--- config.mk ---
export PLATFORM = sky130hd
export DESIGN_NAME = pointer_and_key_input_controller
export DESIGN_NICKNAME = d
export VERILOG_FILES = /design/src/hw/rtl/pkci_pkg.sv /design/src/hw/rtl/pkci_div.sv /design/src/hw/rtl/pkci_front.sv /design/src/hw/rtl/pkci_back.sv /design/src/hw/rtl/pointer_and_key_input_controller.sv
export SDC_FILE = /design/constraint.sdc
export NUM_CORES = 2
export LEC_CHECK = 0
export BUFFER_PORTS_ARGS = -buffer_cell sky130_fd_sc_hd__buf_2
export CORE_MARGIN = 8
export CORE_UTILIZATION = 48
export CTS_CLUSTER_DIAMETER = 60
export DETAILED_ROUTE_END_ITERATION = 10
export HOLD_SLACK_MARGIN = 0.08
export SLEW_MARGIN = 20
export SYNTH_ARGS = -nofsm -noshare
export SYNTH_HDL_FRONTEND = slang
export SYNTH_SLANG_ARGS = --single-unit
--- constraint.sdc ---
create_clock -name clk_i -period 19.2 [get_ports clk_i]
set_clock_uncertainty 0.2 [all_clocks]
set_input_delay 3.84 -clock clk_i [delete_from_list [all_inputs] [get_ports clk_i]]
set_output_delay 3.84 -clock clk_i [all_outputs]
set_load 0.01 [all_outputs]
--- src/hw/rtl/pkci_pkg.sv ---
package pkci_pkg;

  localparam int unsigned RingDepth = 64;
  localparam int unsigned RingAw    = $clog2(RingDepth);
  localparam int unsigned MaxKeys   = 64;
  localparam int unsigned QDepth    = 2;
  localparam int unsigned QAw       = $clog2(QDepth);

  typedef enum logic [2:0] {
    OP_EVENT   = 3'd0,
    OP_BTN_RD  = 3'd1,
    OP_POS_RD  = 3'd2,
    OP_POS_WR  = 3'd3,
    OP_KEY_RD  = 3'd4
  } op_e;

  typedef enum logic [2:0] {
    EV_MOVE   = 3'd0,
    EV_LEFT   = 3'd1,
    EV_MIDDLE = 3'd2,
    EV_RIGHT  = 3'd3,
    EV_CHAR   = 3'd4
  } ev_e;

  typedef enum logic [1:0] {
    REG_NORM_W = 2'd0,
    REG_NORM_H = 2'd1,
    REG_WIN_W  = 2'd2,
    REG_WIN_H  = 2'd3
  } reg_e;

  // request handed from the front to the back
  typedef struct packed {
    logic [2:0]  op;
    logic [2:0]  kind;
    logic        down;
    logic [11:0] px;
    logic [11:0] py;
    logic [6:0]  ch;
    logic [2:0]  sel;
    logic [14:0] set_x;
    logic [14:0] set_y;
    logic [6:0]  count;
  } req_t;

  typedef struct packed {
    logic        button_hit;
    logic [2:0]  sticky_buttons;
    logic [2:0]  button_levels;
    logic [15:0] norm_x;
    logic [15:0] norm_y;
    logic [11:0] window_x;
    logic [11:0] window_y;
    logic [6:0]  char_out;
    logic        char_valid;
    logic        last;
  } res_t;

endpackage

--- src/hw/rtl/pkci_div.sv ---
// unsigned 27/15 restoring divider, one quotient bit per cycle
module pkci_div (
  input  logic        clk_i,
  input  logic        rst_ni,
  input  logic        start_i,
  input  logic [26:0] num_i,
  input  logic [14:0] den_i,
  output logic        done_o,
  output logic [26:0] quo_o
);
  logic [4:0]  cnt_q, cnt_d;
  logic        busy_q, busy_d;
  logic [26:0] quo_q, quo_d;
  logic [15:0] rem_q, rem_d;
  logic [14:0] den_q, den_d;
  logic [15:0] trial;

  assign trial  = {rem_q[14:0], quo_q[26]};
  assign done_o = busy_q && (cnt_q == 5'd0);
  assign quo_o  = quo_q;

  always_comb begin
    cnt_d = cnt_q; busy_d = busy_q; quo_d = quo_q; rem_d = rem_q; den_d = den_q;
    if (start_i) begin
      busy_d = 1'b1; cnt_d = 5'd27; quo_d = num_i; rem_d = '0;
      den_d = (den_i == '0) ? 15'd1 : den_i;
    end else if (busy_q) begin
      if (cnt_q == 5'd0) begin
        busy_d = 1'b0;
      end else begin
        cnt_d = cnt_q - 5'd1;
        if (trial >= {1'b0, den_q}) begin
          rem_d = trial - {1'b0, den_q};
          quo_d = {quo_q[25:0], 1'b1};
        end else begin
          rem_d = trial;
          quo_d = {quo_q[25:0], 1'b0};
        end
      end
    end
  end

  always_ff @(posedge clk_i or negedge rst_ni) begin
    if (!rst_ni) begin
      busy_q <= 1'b0; cnt_q <= '0;
    end else begin
      busy_q <= busy_d; cnt_q <= cnt_d;
    end
  end

  always_ff @(posedge clk_i) begin
    quo_q <= quo_d; rem_q <= rem_d; den_q <= den_d;
  end
endmodule

--- src/hw/rtl/pkci_front.sv ---
// accept requests, drop unknown operations, queue the rest in order for the back end
module pkci_front (
  input  logic               clk_i,
  input  logic               rst_ni,
  input  logic               push_i,
  output logic               full_o,
  input  logic [2:0]         operation_i,
  input  logic [2:0]         event_kind_i,
  input  logic               event_down_i,
  input  logic [11:0]        pointer_x_i,
  input  logic [11:0]        pointer_y_i,
  input  logic [6:0]         char_code_i,
  input  logic [2:0]         button_select_i,
  input  logic [14:0]        set_norm_x_i,
  input  logic [14:0]        set_norm_y_i,
  input  logic [6:0]         char_count_i,
  // queue to back end
  output logic               q_valid_o,
  output pkci_pkg::req_t     q_req_o,
  input  logic               q_pop_i
);
  pkci_pkg::req_t q_mem [pkci_pkg::QDepth];
  logic [pkci_pkg::QAw:0]   cnt_q, cnt_d;
  logic [pkci_pkg::QAw-1:0] rd_q, rd_d, wr_q, wr_d;
  logic                     acc, enq, deq;

  assign full_o    = (cnt_q == (pkci_pkg::QAw+1)'(pkci_pkg::QDepth));
  assign acc       = push_i && !full_o;
  assign enq       = acc && (operation_i == pkci_pkg::OP_EVENT ||
                     operation_i == pkci_pkg::OP_BTN_RD ||
                     operation_i == pkci_pkg::OP_POS_RD ||
                     operation_i == pkci_pkg::OP_POS_WR ||
                     operation_i == pkci_pkg::OP_KEY_RD);
  assign deq       = q_pop_i && q_valid_o;
  assign q_valid_o = (cnt_q != '0);
  assign q_req_o   = q_mem[rd_q];

  always_comb begin
    rd_d = rd_q; wr_d = wr_q;
    if (enq) begin
      wr_d = (wr_q == (pkci_pkg::QAw)'(pkci_pkg::QDepth - 1)) ? '0 : wr_q + 1'b1;
    end
    if (deq) begin
      rd_d = (rd_q == (pkci_pkg::QAw)'(pkci_pkg::QDepth - 1)) ? '0 : rd_q + 1'b1;
    end
    cnt_d = cnt_q + (pkci_pkg::QAw+1)'(enq) - (pkci_pkg::QAw+1)'(deq);
  end

  always_ff @(posedge clk_i or negedge rst_ni) begin
    if (!rst_ni) begin
      cnt_q <= '0; rd_q <= '0; wr_q <= '0;
    end else begin
      cnt_q <= cnt_d; rd_q <= rd_d; wr_q <= wr_d;
    end
  end

  always_ff @(posedge clk_i) begin
    if (enq) begin
      q_mem[wr_q] <= '{op: operation_i, kind: event_kind_i, down: event_down_i,
                       px: pointer_x_i, py: pointer_y_i, ch: char_code_i,
                       sel: button_select_i, set_x: set_norm_x_i,
                       set_y: set_norm_y_i, count: char_count_i};
    end
  end
endmodule

--- src/hw/rtl/pkci_back.sv ---
// carry out queued requests in order; owns pointer state and the key ring
module pkci_back (
  input  logic            clk_i,
  input  logic            rst_ni,
  input  logic [14:0]     norm_w_i,
  input  logic [14:0]     norm_h_i,
  input  logic [11:0]     win_w_i,
  input  logic [11:0]     win_h_i,
  input  logic            q_valid_i,
  input  pkci_pkg::req_t  q_req_i,
  output logic            q_pop_o,
  output logic            res_valid_o,
  output pkci_pkg::res_t  res_o,
  input  logic            res_pop_i
);
  typedef enum logic [8:0] {
    S_IDLE  = 9'b000000001,
    S_MULX  = 9'b000000010,
    S_DIVX  = 9'b000000100,
    S_MULY  = 9'b000001000,
    S_DIVY  = 9'b000010000,
    S_DONE  = 9'b000100000,
    S_KEYRD = 9'b001000000,
    S_KEYEM = 9'b010000000,
    S_KEYWT = 9'b100000000
  } state_e;

  state_e state_q, state_d;
  logic [11:0] wx_q, wx_d, wy_q, wy_d;
  logic [15:0] nx_q, nx_d, ny_q, ny_d;
  logic        moved_q, moved_d;
  logic [2:0]  press_q, press_d, level_q, level_d;
  logic [6:0]  ring [pkci_pkg::RingDepth];
  logic [pkci_pkg::RingAw-1:0] head_q, tail_q, tail_d;
  logic [pkci_pkg::RingAw:0]   fill_q, fill_d;
  logic [6:0]  left_q, left_d;
  pkci_pkg::req_t req_q, req_d;
  logic [26:0] prod_q, prod_d;
  logic        div_start, div_done;
  logic [14:0] div_den;
  logic [26:0] div_quo;
  logic        rv_q, rv_d;
  pkci_pkg::res_t r_q, r_d;
  logic [6:0]  ring_rd_q;
  logic        key_pop, key_wr, ring_full;
  logic [6:0]  want;
  logic [2:0]  bit_m;

  assign ring_full   = (fill_q == (pkci_pkg::RingAw+1)'(pkci_pkg::RingDepth));
  assign res_valid_o = rv_q;
  assign res_o       = r_q;
  assign want        = (q_req_i.count > 7'(pkci_pkg::MaxKeys)) ?
                       7'(pkci_pkg::MaxKeys) : q_req_i.count;

  pkci_div u_div (
    .clk_i, .rst_ni, .start_i(div_start), .num_i(prod_q), .den_i(div_den),
    .done_o(div_done), .quo_o(div_quo)
  );

  always_comb begin
    unique case (q_req_i.kind)
      pkci_pkg::EV_LEFT:   bit_m = 3'd4;
      pkci_pkg::EV_MIDDLE: bit_m = 3'd2;
      pkci_pkg::EV_RIGHT:  bit_m = 3'd1;
      default:             bit_m = 3'd0;
    endcase
  end

  always_comb begin
    state_d = state_q; wx_d = wx_q; wy_d = wy_q; nx_d = nx_q; ny_d = ny_q;
    moved_d = moved_q; press_d = press_q; level_d = level_q;
    tail_d = tail_q; fill_d = fill_q; left_d = left_q; req_d = req_q;
    prod_d = prod_q; div_start = 1'b0; div_den = 15'd1;
    rv_d = rv_q; r_d = r_q; q_pop_o = 1'b0; key_pop = 1'b0; key_wr = 1'b0;
    if (res_pop_i && rv_q) begin
      rv_d = 1'b0;
    end
    unique case (state_q)
      S_IDLE: begin
        if (q_valid_i && q_req_i.op == pkci_pkg::OP_EVENT) begin
          // events give no result, so take them even while a result waits
          q_pop_o = 1'b1;
          unique case (q_req_i.kind)
            pkci_pkg::EV_MOVE: begin
              wx_d = q_req_i.px; wy_d = q_req_i.py; moved_d = 1'b1;
            end
            pkci_pkg::EV_CHAR: begin
              key_wr = q_req_i.down && !ring_full;
            end
            default: begin
              if (q_req_i.down) begin
                press_d = press_q | bit_m;
                level_d = level_q | bit_m;
              end else begin
                level_d = level_q & ~bit_m;
              end
            end
          endcase
        end else if (q_valid_i && !rv_d) begin
          q_pop_o = 1'b1;
          req_d   = q_req_i;
          r_d     = '0;
          unique case (q_req_i.op)
            pkci_pkg::OP_BTN_RD: begin
              r_d.button_hit     = |(press_d & q_req_i.sel);
              r_d.sticky_buttons = press_d;
              r_d.button_levels  = level_d;
              r_d.last           = 1'b1;
              press_d = press_d & ~q_req_i.sel;
              rv_d    = 1'b1;
            end
            pkci_pkg::OP_POS_RD: begin
              if (moved_d) begin
                moved_d = 1'b0;
                prod_d  = 27'(wx_d) * 27'(norm_w_i);
                state_d = S_MULX;
              end else begin
                r_d.button_levels = level_d;
                r_d.norm_x = nx_q; r_d.norm_y = ny_q; r_d.last = 1'b1;
                rv_d = 1'b1;
              end
            end
            pkci_pkg::OP_POS_WR: begin
              nx_d = {1'b0, q_req_i.set_x};
              ny_d = {1'b0, q_req_i.set_y};
              prod_d  = 27'(q_req_i.set_x) * 27'(win_w_i);
              state_d = S_MULX;
            end
            default: begin
              if (fill_q == '0 || want == 7'd0) begin
                r_d.last = 1'b1; rv_d = 1'b1;
              end else begin
                left_d  = want;
                state_d = S_KEYRD;
              end
            end
          endcase
        end
      end
      S_MULX: begin
        div_start = 1'b1;
        div_den   = (req_q.op == pkci_pkg::OP_POS_RD) ? {3'd0, win_w_i} : norm_w_i;
        state_d   = S_DIVX;
      end
      S_DIVX: begin
        if (div_done) begin
          if (req_q.op == pkci_pkg::OP_POS_RD) begin
            nx_d   = (div_quo > 27'd32767) ? 16'd32767 : div_quo[15:0];
            prod_d = 27'(wy_q) * 27'(norm_h_i);
          end else begin
            wx_d   = (div_quo > 27'd4095) ? 12'd4095 : div_quo[11:0];
            // norm_height - ny may be negative: divide magnitude, sign later
            prod_d = (norm_h_i >= req_q.set_y) ?
                     27'(norm_h_i - req_q.set_y) * 27'(win_h_i) :
                     27'(req_q.set_y - norm_h_i) * 27'(win_h_i);
          end
          state_d = S_MULY;
        end
      end
      S_MULY: begin
        div_start = 1'b1;
        div_den   = (req_q.op == pkci_pkg::OP_POS_RD) ? {3'd0, win_h_i} : norm_h_i;
        state_d   = S_DIVY;
      end
      S_DIVY: begin
        if (div_done) begin
          if (req_q.op == pkci_pkg::OP_POS_RD) begin
            // nh - q, q >= 0, nh < 2^15: saturate low only
            if ({12'd0, norm_h_i} >= div_quo) begin
              ny_d = {1'b0, 15'(norm_h_i - div_quo[14:0])};
            end else if (div_quo - {12'd0, norm_h_i} > 27'd32768) begin
              ny_d = 16'h8000;
            end else begin
              ny_d = 16'(17'd0 - 17'(div_quo - {12'd0, norm_h_i}));
            end
          end else if (norm_h_i < req_q.set_y) begin
            wy_d = 12'd0;
          end else begin
            wy_d = (div_quo > 27'd4095) ? 12'd4095 : div_quo[11:0];
          end
          state_d = S_DONE;
        end
      end
      S_DONE: begin
        if (!rv_d) begin
          r_d = '0;
          r_d.norm_x = nx_q; r_d.norm_y = ny_q; r_d.last = 1'b1;
          if (req_q.op == pkci_pkg::OP_POS_RD) begin
            r_d.button_levels = level_q;
          end else begin
            r_d.window_x = wx_q; r_d.window_y = wy_q;
          end
          rv_d = 1'b1; state_d = S_IDLE;
        end
      end
      S_KEYRD: begin
        if (!rv_d) begin
          key_pop = 1'b1;
          r_d = '0;
          r_d.char_out = ring_rd_q; r_d.char_valid = 1'b1;
          r_d.last = (left_q == 7'd1) || (fill_q == (pkci_pkg::RingAw+1)'(1));
          rv_d   = 1'b1;
          tail_d = (tail_q == (pkci_pkg::RingAw)'(pkci_pkg::RingDepth - 1)) ?
                   '0 : tail_q + 1'b1;
          left_d = left_q - 7'd1;
          state_d = r_d.last ? S_IDLE : S_KEYRD;
        end
      end
      S_KEYEM: state_d = S_IDLE;
      S_KEYWT: state_d = S_IDLE;
      default: state_d = S_IDLE;
    endcase
    fill_d = fill_q + (pkci_pkg::RingAw+1)'(key_wr) - (pkci_pkg::RingAw+1)'(key_pop);
  end

  always_ff @(posedge clk_i or negedge rst_ni) begin
    if (!rst_ni) begin
      state_q <= S_IDLE; wx_q <= '0; wy_q <= '0; nx_q <= '0; ny_q <= '0;
      moved_q <= 1'b0; press_q <= '0; level_q <= '0;
      head_q <= '0; tail_q <= '0; fill_q <= '0; rv_q <= 1'b0;
    end else begin
      state_q <= state_d; wx_q <= wx_d; wy_q <= wy_d; nx_q <= nx_d; ny_q <= ny_d;
      moved_q <= moved_d; press_q <= press_d; level_q <= level_d;
      tail_q <= tail_d; fill_q <= fill_d; rv_q <= rv_d;
      if (key_wr) begin
        head_q <= (head_q == (pkci_pkg::RingAw)'(pkci_pkg::RingDepth - 1)) ?
                  '0 : head_q + 1'b1;
      end
    end
  end

  // register the ring read at the next tail, so the next character is ready ahead of its use
  always_ff @(posedge clk_i) begin
    left_q <= left_d; req_q <= req_d; prod_q <= prod_d; r_q <= r_d;
    ring_rd_q <= ring[tail_d];
    if (key_wr) begin
      ring[head_q] <= q_req_i.ch;
    end
  end
endmodule

--- src/hw/rtl/pointer_and_key_input_controller.sv ---
// Channel   | Direction | Handshake    | Payload
// ----------+-----------+--------------+------------------------------------------
// request   | in        | push/full    | operation, event, pointer, key, set, count
// result    | out       | pop/empty    | buttons, normalized and window position,
//           |           |              | character, last
// config    | in        | cfg_we_i     | cfg_index_i, cfg_data_i (no read-back)
//
// Every known request passes through a two-deep queue in order (unknown operations
// are dropped); an event takes effect once the back end pops it and gives no result.
// A button read or an empty key read has its result registered when popped; a
// position read after a move and a position write run the bit-serial divider
// twice, for x and then for y. A key read gives its first character from the
// ring, then one a cycle while pop keeps up. Reset clears all pointer, button and
// ring control state; the ring's character store is not cleared. Events keep
// draining from the queue while a result waits and the back end is idle; any
// other request holds in the queue until the result is taken.
module pointer_and_key_input_controller (
  input  logic        clk_i,
  input  logic        rst_ni,
  input  logic        push,
  output logic        full,
  input  logic [2:0]  operation_i,
  input  logic [2:0]  event_kind_i,
  input  logic        event_down_i,
  input  logic [11:0] pointer_x_i,
  input  logic [11:0] pointer_y_i,
  input  logic [6:0]  char_code_i,
  input  logic [2:0]  button_select_i,
  input  logic [14:0] set_norm_x_i,
  input  logic [14:0] set_norm_y_i,
  input  logic [6:0]  char_count_i,
  output logic        empty,
  input  logic        pop,
  output logic        button_hit_o,
  output logic [2:0]  sticky_buttons_o,
  output logic [2:0]  button_levels_o,
  output logic signed [15:0] norm_x_o,
  output logic signed [15:0] norm_y_o,
  output logic [11:0] window_x_o,
  output logic [11:0] window_y_o,
  output logic [6:0]  char_out_o,
  output logic        char_valid_o,
  output logic        last_o,
  input  logic        cfg_we_i,
  input  logic [1:0]  cfg_index_i,
  input  logic [14:0] cfg_data_i
);
  logic [14:0] norm_w_q, norm_h_q;
  logic [11:0] win_w_q, win_h_q;
  logic        q_valid, q_pop, res_valid;
  pkci_pkg::req_t q_req;
  pkci_pkg::res_t res;

  // hold configuration; index picks the register
  always_ff @(posedge clk_i or negedge rst_ni) begin
    if (!rst_ni) begin
      norm_w_q <= 15'd32767; norm_h_q <= 15'd32767;
      win_w_q  <= 12'd1024;  win_h_q  <= 12'd1024;
    end else if (cfg_we_i) begin
      unique case (cfg_index_i)
        pkci_pkg::REG_NORM_W: norm_w_q <= cfg_data_i;
        pkci_pkg::REG_NORM_H: norm_h_q <= cfg_data_i;
        pkci_pkg::REG_WIN_W:  win_w_q  <= cfg_data_i[11:0];
        default:              win_h_q  <= cfg_data_i[11:0];
      endcase
    end
  end

  pkci_front u_front (
    .clk_i, .rst_ni, .push_i(push), .full_o(full),
    .operation_i, .event_kind_i, .event_down_i, .pointer_x_i, .pointer_y_i,
    .char_code_i, .button_select_i, .set_norm_x_i, .set_norm_y_i, .char_count_i,
    .q_valid_o(q_valid), .q_req_o(q_req), .q_pop_i(q_pop)
  );

  pkci_back u_back (
    .clk_i, .rst_ni, .norm_w_i(norm_w_q), .norm_h_i(norm_h_q),
    .win_w_i(win_w_q), .win_h_i(win_h_q),
    .q_valid_i(q_valid), .q_req_i(q_req), .q_pop_o(q_pop),
    .res_valid_o(res_valid), .res_o(res), .res_pop_i(pop)
  );

  assign empty            = !res_valid;
  assign button_hit_o     = res.button_hit;
  assign sticky_buttons_o = res.sticky_buttons;
  assign button_levels_o  = res.button_levels;
  assign norm_x_o         = res.norm_x;
  assign norm_y_o         = res.norm_y;
  assign window_x_o       = res.window_x;
  assign window_y_o       = res.window_y;
  assign char_out_o       = res.char_out;
  assign char_valid_o     = res.char_valid;
  assign last_o           = res.last;
endmodule
==> summary.md <==
| Metric | Value |
|---|---|
| Initial antenna violation count | 8 |
| Met1 GRT Util | 35.00% |
| Arrival time worst endpoint | 9.28 ns |
| Routed WL | 209000 um |
| DR WL/cell | 23.75 um |
| Postcts setup bufs | 0 |
| Final setup viols | 0 |
| CP peak stage delay | 0.74 ns |
| Final Max Slew Viols | 0 |
| Iter 0 DRT Violations | 3962 |
| Nets | 7907 |
| Status | completed |
| Number of fill cells | 13335 |
| CP endpoint kind | flop |
| Max cap viols | 0 |
| CTS Buffer Depth | 3 |
| Synthesis-stage register bit count | 946 |
| CP startpoint kind | flop |
| IO Port Bufs | 173 |
| Clock transition at path regs | 0.06 ns |
| Sequential-to-total area share from yosys stat | 37.81% |
| Synth Area per Inst | 10.92 um2 |
| Slew @ Worst Pin | 1.126 ns |
| Ys async rst share | 16.28% |
| Largest net degree at the start of global routing | 72 |
| CTS sink cnt | 946 |
| Area Overhead vs Synth | 8.898% |
| Resize count post-CTS | 0 |
| Synth area leaders | edfxtp_1 (32%), fa_1 (20%), ha_1 (6.5%) |
| Layer with the highest usage | met2 |
| Post-synth EDFFs | 770 |
| Primary FF master, synth | edfxtp_1 |
| Die W | 405.0 um |
| Tmin final | 9.073 ns |
| Rows | 142 |
| Top fanout value on the critical path | 17 |
| Die area | 164000 um2 |
| GRT Total Usage | 25.43% |
| H-Tree Depth | 3 |
| First-pass GRT wire length | 317400 um |
| Yosys warning count | 0 |
| CP top delay family | adder cells |
| First-pass iteration count of the detailed router | 6 |
| Mapped Cells | 6650 |
| Worst-case reg-to-reg path depth | 31 |
| Worst-Skew Late Latency | 0.79 ns |
| Share of layout cells above drive strength 1 | 11.68% |
| Rel. slew slack | 23.72% |
| Synthesized Nets | 7867 |
| Hold buffer count at CTS | 0 |
| Commonest non-fill, non-tap cells in the layout | inv_1 (973), nand2_1 (926), edfxtp_1 (770), fa_1 (742), ha_1 (375) |
| I/O Pins | 174 |
| Worst Setup Path Type | reg2reg |
| Hpwl dp | 155400 um |
| Slowest CP cell | dfstp_2 |
| Die height | 405.0 um |
| Synth area leader | edfxtp_1 |
| Finished Core Util | 52.73% |
| Via Count | 49902 |
| Synth unique cells | 100 |
| Worst hold path stage count | 2 |
| Design area | 79080 um2 |
| Core Region | 150000 um2 |
| # DRC | 0 |
| Met3 Use GR | 3.842% |
| Routability Congestion | 0.9590 |
| Most common cell after layout, fill and taps aside | inv_1 |
| CP Buf/Inv Count | 4 |
| Min-delay worst type | reg2reg |
| GRT met2 Usage | 41.22% |
| Vias in the first global route | 50762 |
| Antenna violation net count after detailed routing | 0 |
| Grt ovf | 0 |
| RSZ-0062 raised after global routing | false |
| Initial Util | 48.43% |
| Vias/cell | 5.671 |
| CTS buffer count | 107 |
| TNS Setup | 0 ns |
| Fin. Hold Viols | 0 |
| WP depth | 31 |
| Hold WS | 0.2798 ns |
| Tcrit/Tclk final | 47.26% |
| Cell Area, Synth | 72620 um2 |
| FMAX | 110.2 MHz |
| Clk root buf | clkbuf_16 |
| Post-synth top area share | 31.84% |
| Placed Area | 75490 um2 |
| Clock tree from TritonCTS | yes |
| CP required | 19.40 ns |
-- logic make-up (layout without fill, tap and decap cells) --
kind of cell             count (synthesis)  after routing  synth area share (%)
adder cells (fa/ha/maj)               1117           1117                 26.92
multiplexers                           295            295                 6.232
buffers and inverters                 1306           1439                 6.915
flip-flops                             946            946                 37.81
XOR/XNOR                               201            201                 2.424
AO/OA/AOI/OAI                          792            792                 6.766
other                                    0              1                     0
AND/OR/NAND/NOR                       1993           1993                 12.93
-- through the flow --
stage,instances,setup slack (ns)
detailed placement,8597,10.24
global placement,8597,9.943
CTS,8799,10.16
global route,8799,9.610
finish,8800,10.13
floorplan,6650,10.63
-- state kept, by name, summed over array words and instances, names as in the netlist, 5 cells and up, named ones only --
signal / count
u_back.ring: 448
win_w_q: 12
u_back.left_q: 7
u_back.ring_rd_q: 7
u_back.fill_q: 7
norm_h_q: 15
u_back.nx_q: 16
u_back.tail_q: 6
u_back.wx_q: 12
u_front.q_mem: 156
u_back.head_q: 6
u_back.wy_q: 12
win_h_q: 12
norm_w_q: 15
u_back.prod_q: 27
u_back.u_div.quo_o: 27
u_back.u_div.rem_q: 15
u_back.u_div.cnt_q: 5
u_back.ny_q: 16
u_back.res_o: 72
u_back.req_q: 18
u_back.u_div.den_q: 15
u_back.state_q: 7
-- final cells by class --
| type | count | area (um2) | share of cell area, % |
|---|---|---|---|
| clock buffer | 132 | 2831 | 3.581 |
| multi-input combinational | 4398 | 40320 | 50.99 |
| antenna | 1 | 2.502 | 0.003165 |
| tap | 2016 | 2522 | 3.190 |
| clock inverter | 70 | 743.2 | 0.9399 |
| sequential | 946 | 27470 | 34.74 |
| timing repair buffer | 258 | 1510 | 1.910 |
| inverter | 979 | 3675 | 4.647 |
-- worst register-to-register path, delay by kind of cell (launching register included) --
kind            cells  cell delay (ns)
fa+ha+maj           7             3.36
buf+inv             4             0.44
flops               1             0.74
xor+xnor            2             0.54
compound gates     16             3.24
simple gates        2             0.27
-- worst paths after layout --
kind	slack (ns)	from	to
worst max-delay path	10.13	norm_h_q[1]	u_back.prod_q[24]
worst min-delay path	0.28	u_back.nx_q[8]	u_back.nx_q[8]
worst max register to register	10.13	norm_h_q[1]	u_back.prod_q[24]
worst min register to register	0.28	u_back.nx_q[8]	u_back.nx_q[8]
max in group asynchronous	14.61	rst_ni	win_w_q[5]
min in group asynchronous	2.82	rst_ni	u_back.head_q[0]
-- per-layer routing --
layer  vias to the layer above  part of all wire, %
met5                         -               0.0062
met4                         2                  4.1
met3                       361                  6.7
met2                      1712                   47
met1                     25750                   42
li1                      22077                    -
-- cells in the mapped netlist (all sizes together), types with 27 or more instances --
master  number
a211oi      43
a21o        60
a21oi      228
a31oi       35
and2       309
and3        27
buf         63
clkbuf     264
dfrtp      121
dfstp       33
edfxtp     770
fa         742
ha         375
inv        977
mux2       128
mux2i       55
mux4       112
nand2      927
nand2b      35
nand3       92
nand4       29
nor2       316
nor2b       75
nor3        69
o21ai      208
o22ai       52
or3         27
xnor2      137
xor2        64
Power is left out: the tool's default activity adds up to more than one toggle a clock period on the data nets, which glitch-free logic cannot reach.
